File: config.mk
export PLATFORM = sky130hd
export DESIGN_NAME = paged_frame_allocator
export DESIGN_NICKNAME = d
export VERILOG_FILES = /design/src/hw/rtl/pfa_pkg.sv /design/src/hw/rtl/pfa_div.sv /design/src/hw/rtl/pfa_ctrl.sv /design/src/hw/rtl/pfa_datapath.sv /design/src/hw/rtl/paged_frame_allocator.sv
export SDC_FILE = /design/constraint.sdc
export NUM_CORES = 2
export LEC_CHECK = 0
export ABC_AREA = 1
export BUFFER_PORTS_ARGS = -buffer_cell sky130_fd_sc_hd__buf_2
export CORE_MARGIN = 4
export CORE_UTILIZATION = 35
export CTS_BUF_LIST = sky130_fd_sc_hd__clkbuf_16
export CTS_CLUSTER_DIAMETER = 150
export CTS_CLUSTER_SIZE = 16
export DETAILED_ROUTE_END_ITERATION = 10
export PLACE_DENSITY_LB_ADDON = 0.05
export REMOVE_ABC_BUFFERS = 1
export SLEW_MARGIN = 5
export SYNTH_ARGS = -nofsm -noshare
export SYNTH_HDL_FRONTEND = slang
export SYNTH_SLANG_ARGS = --single-unit
File: constraint.sdc
create_clock -name clk -period 5.2 [get_ports clk]
set_input_delay 1.04 -clock clk [delete_from_list [all_inputs] [get_ports clk]]
set_output_delay 1.04 -clock clk [all_outputs]
set_load 0.01 [all_outputs]
File: src/hw/rtl/pfa_pkg.sv
// Shared types, codes and widths for the paged frame allocator.
// Used by pfa_div, pfa_ctrl, pfa_datapath and paged_frame_allocator.
package pfa_pkg;

  // Fixed field widths
  localparam int OP_W     = 2;
  localparam int PID_W    = 4;
  localparam int MEM_W    = 20;
  localparam int FRAME_W  = 10;
  localparam int PGNUM_W  = 4;
  localparam int STATUS_W = 3;
  localparam int PS_W     = 17;

  // Entries reported per table at most
  localparam int MAX_RESULTS = 16;

  // Default geometry
  localparam int NUM_PROCS_DEF      = 16;
  localparam int PAGES_PER_PROC_DEF = 16;
  localparam int FREE_DEPTH_DEF     = 64;

  // Configuration port
  localparam int PADDR_W = 3;
  localparam int PDATA_W = 32;
  localparam logic [PS_W-1:0] PAGE_SIZE_RST = PS_W'(4096);

  // Operation codes
  localparam logic [OP_W-1:0] OP_ALLOC   = 2'd0;
  localparam logic [OP_W-1:0] OP_DEALLOC = 2'd1;
  localparam logic [OP_W-1:0] OP_SHOW    = 2'd2;
  localparam logic [OP_W-1:0] OP_SEED    = 2'd3;

  // Result status codes
  localparam logic [STATUS_W-1:0] ST_OK        = 3'd0;
  localparam logic [STATUS_W-1:0] ST_NO_FRAMES = 3'd1;
  localparam logic [STATUS_W-1:0] ST_DUP_PID   = 3'd2;
  localparam logic [STATUS_W-1:0] ST_NO_PROC   = 3'd3;
  localparam logic [STATUS_W-1:0] ST_TOO_MANY  = 3'd4;
  localparam logic [STATUS_W-1:0] ST_LIST_FULL = 3'd5;

  // Controller to datapath commands
  typedef struct packed {
    logic                take;
    logic                rd_cnt;
    logic                seed;
    logic                alloc_mark;
    logic                load_bound_pages;
    logic                load_bound_cnt;
    logic                free_rd;
    logic                page_wr;
    logic                page_rd;
    logic                free_wr_page;
    logic                idx_clr;
    logic                idx_inc;
    logic                free_proc;
    logic                emit;
    logic                emit_entry;
    logic                emit_last;
    logic [STATUS_W-1:0] emit_status;
    logic                frame_from_page;
  } pfa_cmd_t;

  // Datapath to controller status
  typedef struct packed {
    logic [OP_W-1:0] op;
    logic            div_done;
    logic            pid_ok;
    logic            full;
    logic            used;
    logic            cnt_zero;
    logic            pages_zero;
    logic            pages_gt_free;
    logic            pages_gt_max;
    logic            ret_overflow;
    logic            idx_last;
    logic            idx_show;
    logic            idx_show_last;
    logic            out_free;
  } pfa_stat_t;

endpackage

File: src/hw/rtl/pfa_div.sv
// Restoring divider: bytes requested over page size, one quotient bit a cycle.
// Depends on pfa_pkg for operand widths.
module pfa_div (
  input  logic                       clk,
  input  logic                       rst,
  input  logic                       start,
  input  logic [pfa_pkg::MEM_W-1:0]  dividend,
  input  logic [pfa_pkg::PS_W-1:0]   divisor,
  output logic [pfa_pkg::MEM_W-1:0]  quotient,
  output logic                       done
);

  localparam int CNT_W = $clog2(pfa_pkg::MEM_W);
  localparam int REM_W = pfa_pkg::PS_W + 1;

  logic                       busy;
  logic [CNT_W-1:0]           cnt;
  logic [REM_W-1:0]           rem;
  logic [pfa_pkg::MEM_W-1:0]  quo;
  logic [pfa_pkg::PS_W-1:0]   dvs;
  logic [REM_W-1:0]           trial;
  logic                       ge;

  // One shift-subtract step
  assign trial = {rem[pfa_pkg::PS_W-1:0], quo[pfa_pkg::MEM_W-1]};
  assign ge    = trial >= {1'b0, dvs};

  // Control
  always_ff @(posedge clk) begin
    if (rst) begin
      busy <= 1'b0;
      done <= 1'b0;
      cnt  <= '0;
    end else if (start) begin
      busy <= 1'b1;
      done <= 1'b0;
      cnt  <= '0;
    end else if (busy) begin
      cnt <= cnt + 1'b1;
      if (cnt == CNT_W'(pfa_pkg::MEM_W - 1)) begin
        busy <= 1'b0;
        done <= 1'b1;
      end
    end
  end

  // Operands; zero page size counts as one
  always_ff @(posedge clk) begin
    if (start) begin
      rem <= '0;
      quo <= dividend;
      dvs <= (divisor == '0) ? pfa_pkg::PS_W'(1) : divisor;
    end else if (busy) begin
      rem <= ge ? (trial - {1'b0, dvs}) : trial;
      quo <= {quo[pfa_pkg::MEM_W-2:0], ge};
    end
  end

  assign quotient = quo;

endmodule

File: src/hw/rtl/pfa_ctrl.sv
// Sequencer for the allocator: decodes each item and steps the datapath.
// Depends on pfa_pkg for command/status structs and codes.
module pfa_ctrl (
  input  logic               clk,
  input  logic               rst,
  input  logic               in_valid,
  output logic               in_ready,
  input  pfa_pkg::pfa_stat_t st,
  output pfa_pkg::pfa_cmd_t  cmd
);

  localparam logic [3:0] S_IDLE    = 4'd0;
  localparam logic [3:0] S_READ    = 4'd1;
  localparam logic [3:0] S_DECIDE  = 4'd2;
  localparam logic [3:0] S_POP_RD  = 4'd3;
  localparam logic [3:0] S_POP_WR  = 4'd4;
  localparam logic [3:0] S_PAGE_RD = 4'd5;
  localparam logic [3:0] S_PUSH_WR = 4'd6;
  localparam logic [3:0] S_SHOW_WR = 4'd7;
  localparam logic [3:0] S_FINISH  = 4'd8;

  logic [3:0] state;
  logic [3:0] state_next;

  assign in_ready = (state == S_IDLE);

  always_ff @(posedge clk) begin
    if (rst) begin
      state <= S_IDLE;
    end else begin
      state <= state_next;
    end
  end

  // Next state and commands
  always_comb begin
    state_next = state;
    cmd        = '0;
    unique case (state)
      S_IDLE: begin
        if (in_valid) begin
          cmd.take   = 1'b1;
          state_next = S_READ;
        end
      end
      S_READ: begin
        cmd.rd_cnt = 1'b1;
        state_next = S_DECIDE;
      end
      S_DECIDE: begin
        if (st.out_free && (st.op != pfa_pkg::OP_ALLOC || st.div_done)) begin
          cmd.emit_last = 1'b1;
          state_next    = S_IDLE;
          if (st.op == pfa_pkg::OP_SEED) begin
            cmd.emit = 1'b1;
            if (st.full) begin
              cmd.emit_status = pfa_pkg::ST_LIST_FULL;
            end else begin
              cmd.seed        = 1'b1;
              cmd.emit_status = pfa_pkg::ST_OK;
            end
          end else if (!st.pid_ok) begin
            cmd.emit        = 1'b1;
            cmd.emit_status = pfa_pkg::ST_NO_PROC;
          end else if (st.op == pfa_pkg::OP_ALLOC) begin
            if (st.pages_gt_free) begin
              cmd.emit        = 1'b1;
              cmd.emit_status = pfa_pkg::ST_NO_FRAMES;
            end else if (st.used) begin
              cmd.emit        = 1'b1;
              cmd.emit_status = pfa_pkg::ST_DUP_PID;
            end else if (st.pages_gt_max) begin
              cmd.emit        = 1'b1;
              cmd.emit_status = pfa_pkg::ST_TOO_MANY;
            end else begin
              cmd.alloc_mark       = 1'b1;
              cmd.idx_clr          = 1'b1;
              cmd.load_bound_pages = 1'b1;
              if (st.pages_zero) begin
                cmd.emit        = 1'b1;
                cmd.emit_status = pfa_pkg::ST_OK;
              end else begin
                state_next = S_POP_RD;
              end
            end
          end else begin
            // deallocate and show share the empty-table check
            if (st.cnt_zero) begin
              cmd.emit        = 1'b1;
              cmd.emit_status = pfa_pkg::ST_NO_PROC;
            end else if (st.op == pfa_pkg::OP_DEALLOC && st.ret_overflow) begin
              cmd.emit        = 1'b1;
              cmd.emit_status = pfa_pkg::ST_LIST_FULL;
            end else begin
              cmd.idx_clr        = 1'b1;
              cmd.load_bound_cnt = 1'b1;
              state_next         = S_PAGE_RD;
            end
          end
        end
      end
      S_POP_RD: begin
        cmd.free_rd = 1'b1;
        state_next  = S_POP_WR;
      end
      S_POP_WR: begin
        // pages past the reported window are copied without a result
        if (!st.idx_show || st.out_free) begin
          cmd.page_wr     = 1'b1;
          cmd.idx_inc     = 1'b1;
          cmd.emit        = st.idx_show;
          cmd.emit_entry  = 1'b1;
          cmd.emit_last   = st.idx_show_last;
          cmd.emit_status = pfa_pkg::ST_OK;
          state_next      = st.idx_last ? S_IDLE : S_POP_RD;
        end
      end
      S_PAGE_RD: begin
        cmd.page_rd = 1'b1;
        state_next  = (st.op == pfa_pkg::OP_DEALLOC) ? S_PUSH_WR : S_SHOW_WR;
      end
      S_PUSH_WR: begin
        cmd.free_wr_page = 1'b1;
        cmd.idx_inc      = 1'b1;
        state_next       = st.idx_last ? S_FINISH : S_PAGE_RD;
      end
      S_SHOW_WR: begin
        if (st.out_free) begin
          cmd.emit            = 1'b1;
          cmd.emit_entry      = 1'b1;
          cmd.emit_last       = st.idx_show_last;
          cmd.emit_status     = pfa_pkg::ST_OK;
          cmd.frame_from_page = 1'b1;
          cmd.idx_inc         = 1'b1;
          state_next          = st.idx_show_last ? S_IDLE : S_PAGE_RD;
        end
      end
      S_FINISH: begin
        if (st.out_free) begin
          cmd.free_proc   = 1'b1;
          cmd.emit        = 1'b1;
          cmd.emit_last   = 1'b1;
          cmd.emit_status = pfa_pkg::ST_OK;
          state_next      = S_IDLE;
        end
      end
      default: begin
        state_next = S_IDLE;
      end
    endcase
  end

endmodule

File: src/hw/rtl/pfa_datapath.sv
// Storage and arithmetic of the allocator: free-frame FIFO, page tables,
// per-process counts, page-size divider and the result register. Uses pfa_pkg.
module pfa_datapath #(
  parameter int NUM_PROCS      = pfa_pkg::NUM_PROCS_DEF,
  parameter int PAGES_PER_PROC = pfa_pkg::PAGES_PER_PROC_DEF,
  parameter int FREE_DEPTH     = pfa_pkg::FREE_DEPTH_DEF
) (
  input  logic                          clk,
  input  logic                          rst,
  input  pfa_pkg::pfa_cmd_t             cmd,
  output pfa_pkg::pfa_stat_t            st,
  input  logic [pfa_pkg::PS_W-1:0]      page_size,
  input  logic [pfa_pkg::OP_W-1:0]      op,
  input  logic [pfa_pkg::PID_W-1:0]     pid,
  input  logic [pfa_pkg::MEM_W-1:0]     mem_reqd,
  input  logic [pfa_pkg::FRAME_W-1:0]   frame_in,
  output logic                          out_valid,
  input  logic                          out_ready,
  output logic [pfa_pkg::STATUS_W-1:0]  status,
  output logic                          entry_valid,
  output logic [pfa_pkg::PGNUM_W-1:0]   page_number,
  output logic [pfa_pkg::FRAME_W-1:0]   frame,
  output logic                          last
);

  localparam int PW    = $clog2(NUM_PROCS);
  localparam int FW    = $clog2(FREE_DEPTH);
  localparam int CW    = $clog2(FREE_DEPTH + 1);
  localparam int PCW   = $clog2(PAGES_PER_PROC + 1);
  localparam int PT_N  = NUM_PROCS * PAGES_PER_PROC;
  localparam int AW    = (PT_N > 1) ? $clog2(PT_N) : 1;

  // Latched item
  logic [pfa_pkg::OP_W-1:0]    op_q;
  logic [pfa_pkg::PID_W-1:0]   pid_q;
  logic [pfa_pkg::FRAME_W-1:0] frame_q;
  logic [PW-1:0]               pid_idx;

  // Free-frame FIFO
  logic [pfa_pkg::FRAME_W-1:0] free_mem [FREE_DEPTH];
  logic [FW-1:0]               head;
  logic [FW-1:0]               tail;
  logic [CW-1:0]               free_count;
  logic [pfa_pkg::FRAME_W-1:0] free_q;
  logic                        free_wr;
  logic [pfa_pkg::FRAME_W-1:0] free_wdata;

  // Page tables and per-process counts
  logic [pfa_pkg::FRAME_W-1:0] page_mem [PT_N];
  logic [pfa_pkg::FRAME_W-1:0] page_q;
  logic [AW-1:0]               page_addr;
  logic [PCW-1:0]              cnt_mem [NUM_PROCS];
  logic [PCW-1:0]              cnt_q;
  logic                        used_q;
  logic [NUM_PROCS-1:0]        proc_used;
  logic [PCW-1:0]              cnt_eff;

  // Loop index and bound
  logic [PCW-1:0]              idx;
  logic [PCW-1:0]              bound;
  logic [PCW-1:0]              show_n;

  // Divider
  logic [pfa_pkg::MEM_W-1:0]   pages;
  logic                        div_done;

  pfa_div u_div (
    .clk      (clk),
    .rst      (rst),
    .start    (cmd.take),
    .dividend (mem_reqd),
    .divisor  (page_size),
    .quotient (pages),
    .done     (div_done)
  );

  // Item capture
  always_ff @(posedge clk) begin
    if (cmd.take) begin
      op_q    <= op;
      pid_q   <= pid;
      frame_q <= frame_in;
    end
  end

  assign pid_idx = PW'(pid_q);

  // Count memory and used flags; a slot not in use has no pages
  always_ff @(posedge clk) begin
    if (cmd.rd_cnt) begin
      cnt_q <= cnt_mem[pid_idx];
    end
    if (cmd.alloc_mark) begin
      cnt_mem[pid_idx] <= PCW'(pages);
    end
  end

  always_ff @(posedge clk) begin
    if (rst) begin
      proc_used <= '0;
      used_q    <= 1'b0;
    end else begin
      if (cmd.rd_cnt) begin
        used_q <= proc_used[pid_idx];
      end
      if (cmd.alloc_mark) begin
        proc_used[pid_idx] <= 1'b1;
      end else if (cmd.free_proc) begin
        proc_used[pid_idx] <= 1'b0;
      end
    end
  end

  assign cnt_eff = used_q ? cnt_q : '0;

  // FIFO pointers and fill count
  assign free_wr    = cmd.seed || cmd.free_wr_page;
  assign free_wdata = cmd.seed ? frame_q : page_q;

  always_ff @(posedge clk) begin
    if (rst) begin
      head       <= '0;
      tail       <= '0;
      free_count <= '0;
    end else begin
      if (free_wr) begin
        tail       <= (tail == FW'(FREE_DEPTH - 1)) ? '0 : tail + 1'b1;
        free_count <= free_count + 1'b1;
      end else if (cmd.free_rd) begin
        head       <= (head == FW'(FREE_DEPTH - 1)) ? '0 : head + 1'b1;
        free_count <= free_count - 1'b1;
      end
    end
  end

  // FIFO storage
  always_ff @(posedge clk) begin
    if (free_wr) begin
      free_mem[tail] <= free_wdata;
    end
    if (cmd.free_rd) begin
      free_q <= free_mem[head];
    end
  end

  // Page table storage
  assign page_addr = AW'(32'(pid_idx) * PAGES_PER_PROC + 32'(idx));

  always_ff @(posedge clk) begin
    if (cmd.page_wr) begin
      page_mem[page_addr] <= free_q;
    end
    if (cmd.page_rd) begin
      page_q <= page_mem[page_addr];
    end
  end

  // Loop index and bound
  always_ff @(posedge clk) begin
    if (cmd.idx_clr) begin
      idx <= '0;
    end else if (cmd.idx_inc) begin
      idx <= idx + 1'b1;
    end
    if (cmd.load_bound_pages) begin
      bound <= PCW'(pages);
    end else if (cmd.load_bound_cnt) begin
      bound <= cnt_eff;
    end
  end

  assign show_n = (32'(bound) < pfa_pkg::MAX_RESULTS) ? bound
                                                        : PCW'(pfa_pkg::MAX_RESULTS);

  // Result register
  always_ff @(posedge clk) begin
    if (rst) begin
      out_valid <= 1'b0;
    end else if (cmd.emit) begin
      out_valid <= 1'b1;
    end else if (out_ready) begin
      out_valid <= 1'b0;
    end
  end

  always_ff @(posedge clk) begin
    if (cmd.emit) begin
      status      <= cmd.emit_status;
      entry_valid <= cmd.emit_entry;
      last        <= cmd.emit_last;
      page_number <= cmd.emit_entry ? pfa_pkg::PGNUM_W'(idx) : '0;
      if (!cmd.emit_entry) begin
        frame <= '0;
      end else if (cmd.frame_from_page) begin
        frame <= page_q;
      end else begin
        frame <= free_q;
      end
    end
  end

  // Status back to the sequencer
  always_comb begin
    st               = '0;
    st.op            = op_q;
    st.div_done      = div_done;
    st.pid_ok        = 32'(pid_q) < NUM_PROCS;
    st.full          = free_count == CW'(FREE_DEPTH);
    st.used          = used_q;
    st.cnt_zero      = cnt_eff == '0;
    st.pages_zero    = pages == '0;
    st.pages_gt_free = 32'(pages) > 32'(free_count);
    st.pages_gt_max  = 32'(pages) > PAGES_PER_PROC;
    st.ret_overflow  = 32'(free_count) + 32'(cnt_eff) > FREE_DEPTH;
    st.idx_last      = 32'(idx) + 1 == 32'(bound);
    st.idx_show      = 32'(idx) < pfa_pkg::MAX_RESULTS;
    st.idx_show_last = 32'(idx) + 1 == 32'(show_n);
    st.out_free      = !out_valid || out_ready;
  end

endmodule

File: src/hw/rtl/paged_frame_allocator.sv
// Top level of the paged frame allocator: configuration register, sequencer
// and datapath. Depends on pfa_pkg, pfa_ctrl, pfa_datapath and pfa_div.
//
// The block holds a FIFO of free frame numbers and a page table per process
// slot, and works on one item at a time. An allocate item first runs a
// divider of bytes requested over the page_size register, one quotient bit
// per cycle, then moves the frames one by one from the FIFO into the page
// table, each move being a registered read followed by a write.
// Deallocate and show also step page by page, each entry a registered read.
// Results leave through an output register, so the next item is taken while
// the last result of the previous one still waits. page_size is at byte
// address 0 of the register port; a page size of zero acts as one.
module paged_frame_allocator #(
  parameter int NUM_PROCS      = pfa_pkg::NUM_PROCS_DEF,
  parameter int PAGES_PER_PROC = pfa_pkg::PAGES_PER_PROC_DEF,
  parameter int FREE_DEPTH     = pfa_pkg::FREE_DEPTH_DEF
) (
  input  logic                          clk,
  input  logic                          rst,
  // register port
  input  logic                          psel,
  input  logic                          penable,
  input  logic                          pwrite,
  input  logic [pfa_pkg::PADDR_W-1:0]   paddr,
  input  logic [pfa_pkg::PDATA_W-1:0]   pwdata,
  output logic [pfa_pkg::PDATA_W-1:0]   prdata,
  output logic                          pready,
  // input items
  input  logic                          in_valid,
  output logic                          in_ready,
  input  logic [pfa_pkg::OP_W-1:0]      op,
  input  logic [pfa_pkg::PID_W-1:0]     pid,
  input  logic [pfa_pkg::MEM_W-1:0]     mem_reqd,
  input  logic [pfa_pkg::FRAME_W-1:0]   frame_in,
  // result items
  output logic                          out_valid,
  input  logic                          out_ready,
  output logic [pfa_pkg::STATUS_W-1:0]  status,
  output logic                          entry_valid,
  output logic [pfa_pkg::PGNUM_W-1:0]   page_number,
  output logic [pfa_pkg::FRAME_W-1:0]   frame,
  output logic                          last
);

  logic [pfa_pkg::PS_W-1:0] page_size;
  logic                     reg_hit;
  pfa_pkg::pfa_cmd_t        cmd;
  pfa_pkg::pfa_stat_t       st;

  // Register decode: one word at address 0
  assign reg_hit = (paddr[pfa_pkg::PADDR_W-1:2] == '0);
  assign pready  = 1'b1;
  assign prdata  = reg_hit ? pfa_pkg::PDATA_W'(page_size) : '0;

  always_ff @(posedge clk) begin
    if (rst) begin
      page_size <= pfa_pkg::PAGE_SIZE_RST;
    end else if (psel && penable && pwrite && reg_hit) begin
      page_size <= pwdata[pfa_pkg::PS_W-1:0];
    end
  end

  pfa_ctrl u_ctrl (
    .clk      (clk),
    .rst      (rst),
    .in_valid (in_valid),
    .in_ready (in_ready),
    .st       (st),
    .cmd      (cmd)
  );

  pfa_datapath #(
    .NUM_PROCS      (NUM_PROCS),
    .PAGES_PER_PROC (PAGES_PER_PROC),
    .FREE_DEPTH     (FREE_DEPTH)
  ) u_dp (
    .clk         (clk),
    .rst         (rst),
    .cmd         (cmd),
    .st          (st),
    .page_size   (page_size),
    .op          (op),
    .pid         (pid),
    .mem_reqd    (mem_reqd),
    .frame_in    (frame_in),
    .out_valid   (out_valid),
    .out_ready   (out_ready),
    .status      (status),
    .entry_valid (entry_valid),
    .page_number (page_number),
    .frame       (frame),
    .last        (last)
  );

endmodule

==> results.txt <==
----------------------------------------------------
[Yosys]
  Number of enable flip-flop cells after synthesis ... 3382
  Number of distinct standard cells referenced by the synthesized netlist ... 60
  Commonest cells in the netlist ... sky130_fd_sc_hd__edfxtp_1, sky130_fd_sc_hd__nor2_1, sky130_fd_sc_hd__o21ai_0, sky130_fd_sc_hd__nand2_1, sky130_fd_sc_hd__o22ai_1
  Portion of the post-synthesis area used by sequential elements ... 74.23%
  Most used flip-flop cell after synthesis ... sky130_fd_sc_hd__edfxtp_1
  Fraction of synthesized cell area taken by the top area cell type ... 72.98%
  Most frequent cell after synthesis ... sky130_fd_sc_hd__edfxtp_1
  Number of warnings printed during yosys synthesis ... 0
  Syn avg cell area ... between 10 and 15 sq um
  Fraction of registers with async set or reset after synthesis ... 0%
  Number of register bits inferred by synthesis ... 3469
  Synthesized instance count ... between 10000 and 15000
  Library cell occupying the most area in the post-synthesis netlist ... sky130_fd_sc_hd__edfxtp_1
  Synth top area cells ... sky130_fd_sc_hd__edfxtp_1, sky130_fd_sc_hd__o21ai_0, sky130_fd_sc_hd__nor2_1
  Post-Synthesis Cell Area ... about 140000 sq um

[Placement]
  Buffers added on ports ... around 100
  Placed Area ... 147600 sq um
  Placed Instances ... around 16000
  Final weighted congestion in routability-driven placement ... 0.8222
  HPWL reported at the end of detailed placement ... roughly 270000 um

[Flow run]
  Max-cap violation count ... 0

[Final layout]
  P&R area growth vs syn ... 10.63%
  Final cell area excluding filler cells ... 153900 sq um
  Finished Layout Cells ... 16550
  Nets@finish ... approximately 11000
  Layout Utilization ... 38.88%
  Fraction of layout cells with a size suffix above 1 ... 8.406%

[Die]
  Die span in x ... 638.5 um
  Die area ... 407700 sq um
  Die H ... 638.5 um
  Starting Density ... 35.14%
  Number of top-level design ports ... around 130
  Area of the core ... just under 400000 sq um
  # rows ... roughly 230

[Clock network]
  Hold-fix buffers, CTS ... 0
  Latest clock arrival within the worst-skew pair ... 0.96 ns
  Clock tree from TritonCTS ... done
  Sinks on the clock net ... 3469
  CTS clock-pin slew for the worst setup and hold paths ... 0.08 ns
  Master cell of the clock root buffer ... sky130_fd_sc_hd__clkbuf_16
  Cells resized by post-CTS repair ... 0
  Worst-case clock buffer depth ... 4
  CTS buffer count ... roughly 240
  Number of post-CTS setup repair buffers ... 0
  Total number of H-tree levels ... 4

[Worst setup path]
  Worst setup EP type ... register
  Required time worst endpoint ... 5.90 ns
  Worst setup SP type ... register
  Worst-path cell chain ... inv_16 > buf_12 > buf_4 > o21ai_0 > o22ai_1 > nand2_1 > nand2_1 > o21ai_0 > nand3_1 > nand2_1 > inv_1 > nor2_1 > nand2_1
  Arr. time, crit path ... 5.10 ns
  Cell seen most often among critical-path stages ... sky130_fd_sc_hd__nand2_1
  Start of the worst register-to-register path ... u_dp.idx[0]
  Crit-path max cell delay ... 1.00 ns
  Max Fanout on Critical Path ... 135
  Worst setup path startpoint ... u_dp.idx[0]
  Category of the most critical setup path ... reg -> reg
  Slowest cell on the critical path ... sky130_fd_sc_hd__o21ai_0

[STA]
  Worst hold slack after final layout ... roughly 0.27 ns
  Fin. max-slew vios ... 0
  Fin crit period ... roughly 4.4 ns
  Relative slew slack ... 12.21%
  Unrepaired setup endpoints after global routing ... no
  Endpoints failing hold ... 0
  Final worst-path cycle share ... between 80% and 90%
  Number of setup violations in the final report ... 0
  Highest clock rate ... 227.3 MHz
  Clock Skews ... 0.04777 ns
  Slew at the pin closest to its max-slew limit ... 1.303 ns
  Setup TNS ... 0 ns

[Run status]
  Status ... complete, no violations

[Global route]
  Number of global-route vias before repair ... 85240
  Wire length of the first global-routing pass ... about 640000 um
  Overflow after GRT ... 0
  Global-route total usage across every layer ... 21.46%
  Antenna violations before repair ... 20
  Maximum number of pins on one net before global-route repair ... 167

[Detailed routing]
  DRT Wirelength ... roughly 450000 um
  Detailed-router iteration count before antenna repair ... 5
  Remaining DRCs ... 0
  Violation count after the first detailed-routing iteration ... 8364
  Vias ... 88720
  Post-detailed-route via-to-cell ratio ... 5.361
  Routed length per instance ... 27.30 um
  Number of nets with antenna violations after detailed routing ... 0

[Min path]
  Startpoint of the most critical hold path ... op[1]
  Hold WC Path Type ... in -> reg

[Power and ir drop]
  Power per cell area ... about 450 nW/um^2
  VDD IR max ... 0.4683 mV
  Leak ... 0.05018 uW

----------------------------------------------------
worst max-delay path: cells and delay by family (launching register included):
kind | cells | cell delay, ns
compound gates | 3 | 1.24
buf+inv | 4 | 1.02
flops | 1 | 0.82
simple gates | 6 | 0.81
cell usage in the layout, fill, tap and decap left out, drive strengths merged, types with 6 or more instances in the layout:
| cell | n |
|---|---|
| a21boi | 7 |
| a21oi | 167 |
| a22o | 25 |
| a22oi | 54 |
| a31oi | 39 |
| a41oi | 9 |
| buf | 609 |
| clkbuf | 240 |
| clkinv | 8 |
| conb | 16 |
| dfxtp | 87 |
| edfxtp | 3382 |
| ha | 43 |
| inv | 302 |
| nand2 | 1184 |
| nand3 | 152 |
| nand4 | 77 |
| nor2 | 2263 |
| nor3 | 22 |
| o211ai | 32 |
| o21ai | 1795 |
| o21bai | 14 |
| o221ai | 62 |
| o22ai | 647 |
| xnor2 | 6 |
| xor2 | 15 |
kinds of logic after synthesis:
family,after synthesis,synth area share [%]
XOR/XNOR,21,0.1511
adder cells (fa/ha/maj),46,0.4298
buffers and inverters,992,3.221
flip-flops,3469,74.23
AO/OA/AOI/OAI,2874,11.47
AND/OR/NAND/NOR,3717,10.49
other,2,0.005397
state kept, by name (all words and copies together) (netlist names), 17 cells and up, named ones only:
name,flops
u_dp.page_mem,2560
u_dp.free_mem,640
u_dp.cnt_mem,80
u_dp.u_div.quotient,20
page_size,17
u_dp.u_div.dvs,17
u_dp.u_div.rem,17
layout make-up:
type	count	area, sq um
sequential	3469	103300
timing repair buffer	609	5253
tap	5242	6559
clock buffer	240	6006
antenna	4	10.01
multi-input combinational	6674	31540
fill	37720	242000
inverter	239	940.9
clock inverter	71	324.1
final timing paths:
| path | to | slack, ns | cells after the start |
|---|---|---|---|
| worst min register to register | u_dp.u_div.dvs[16] | 0.44 | 0 |
| worst max register to register | u_dp.page_q[9] | 0.80 | 13 |
| worst max-delay path | u_dp.page_q[9] | 0.80 | 13 |
| worst min-delay path | u_dp.op_q[1] | 0.27 | 1 |
power breakdown:
part / switching [uW] / internal (uW)
registers: 353 / 30700
clock network: 9470 / 8200
logic: 15400 / 5580
total: 25300 / 44500
stage by stage:
step | worst slack, ns | total power, uW
final | 0.8012 | 69750
after global routing | 0.6897 | 73320
after CTS | 0.9115 | 70650
after detailed placement | 0.6851 | 52930
after global placement | 0.7182 | 52930
after floorplan | -49.88 | 39330
per-layer routing:
layer | up-vias | track usage [%] | share of wire, %
met5 | - | 0 | 0
met4 | 0 | 4.790 | 2.3
met3 | 424 | 2.114 | 4.8
met2 | 2223 | 34.36 | 46
met1 | 45580 | 31.59 | 47
li1 | 40490 | - | -
Note: power is estimated with default switching activity, not from simulation.
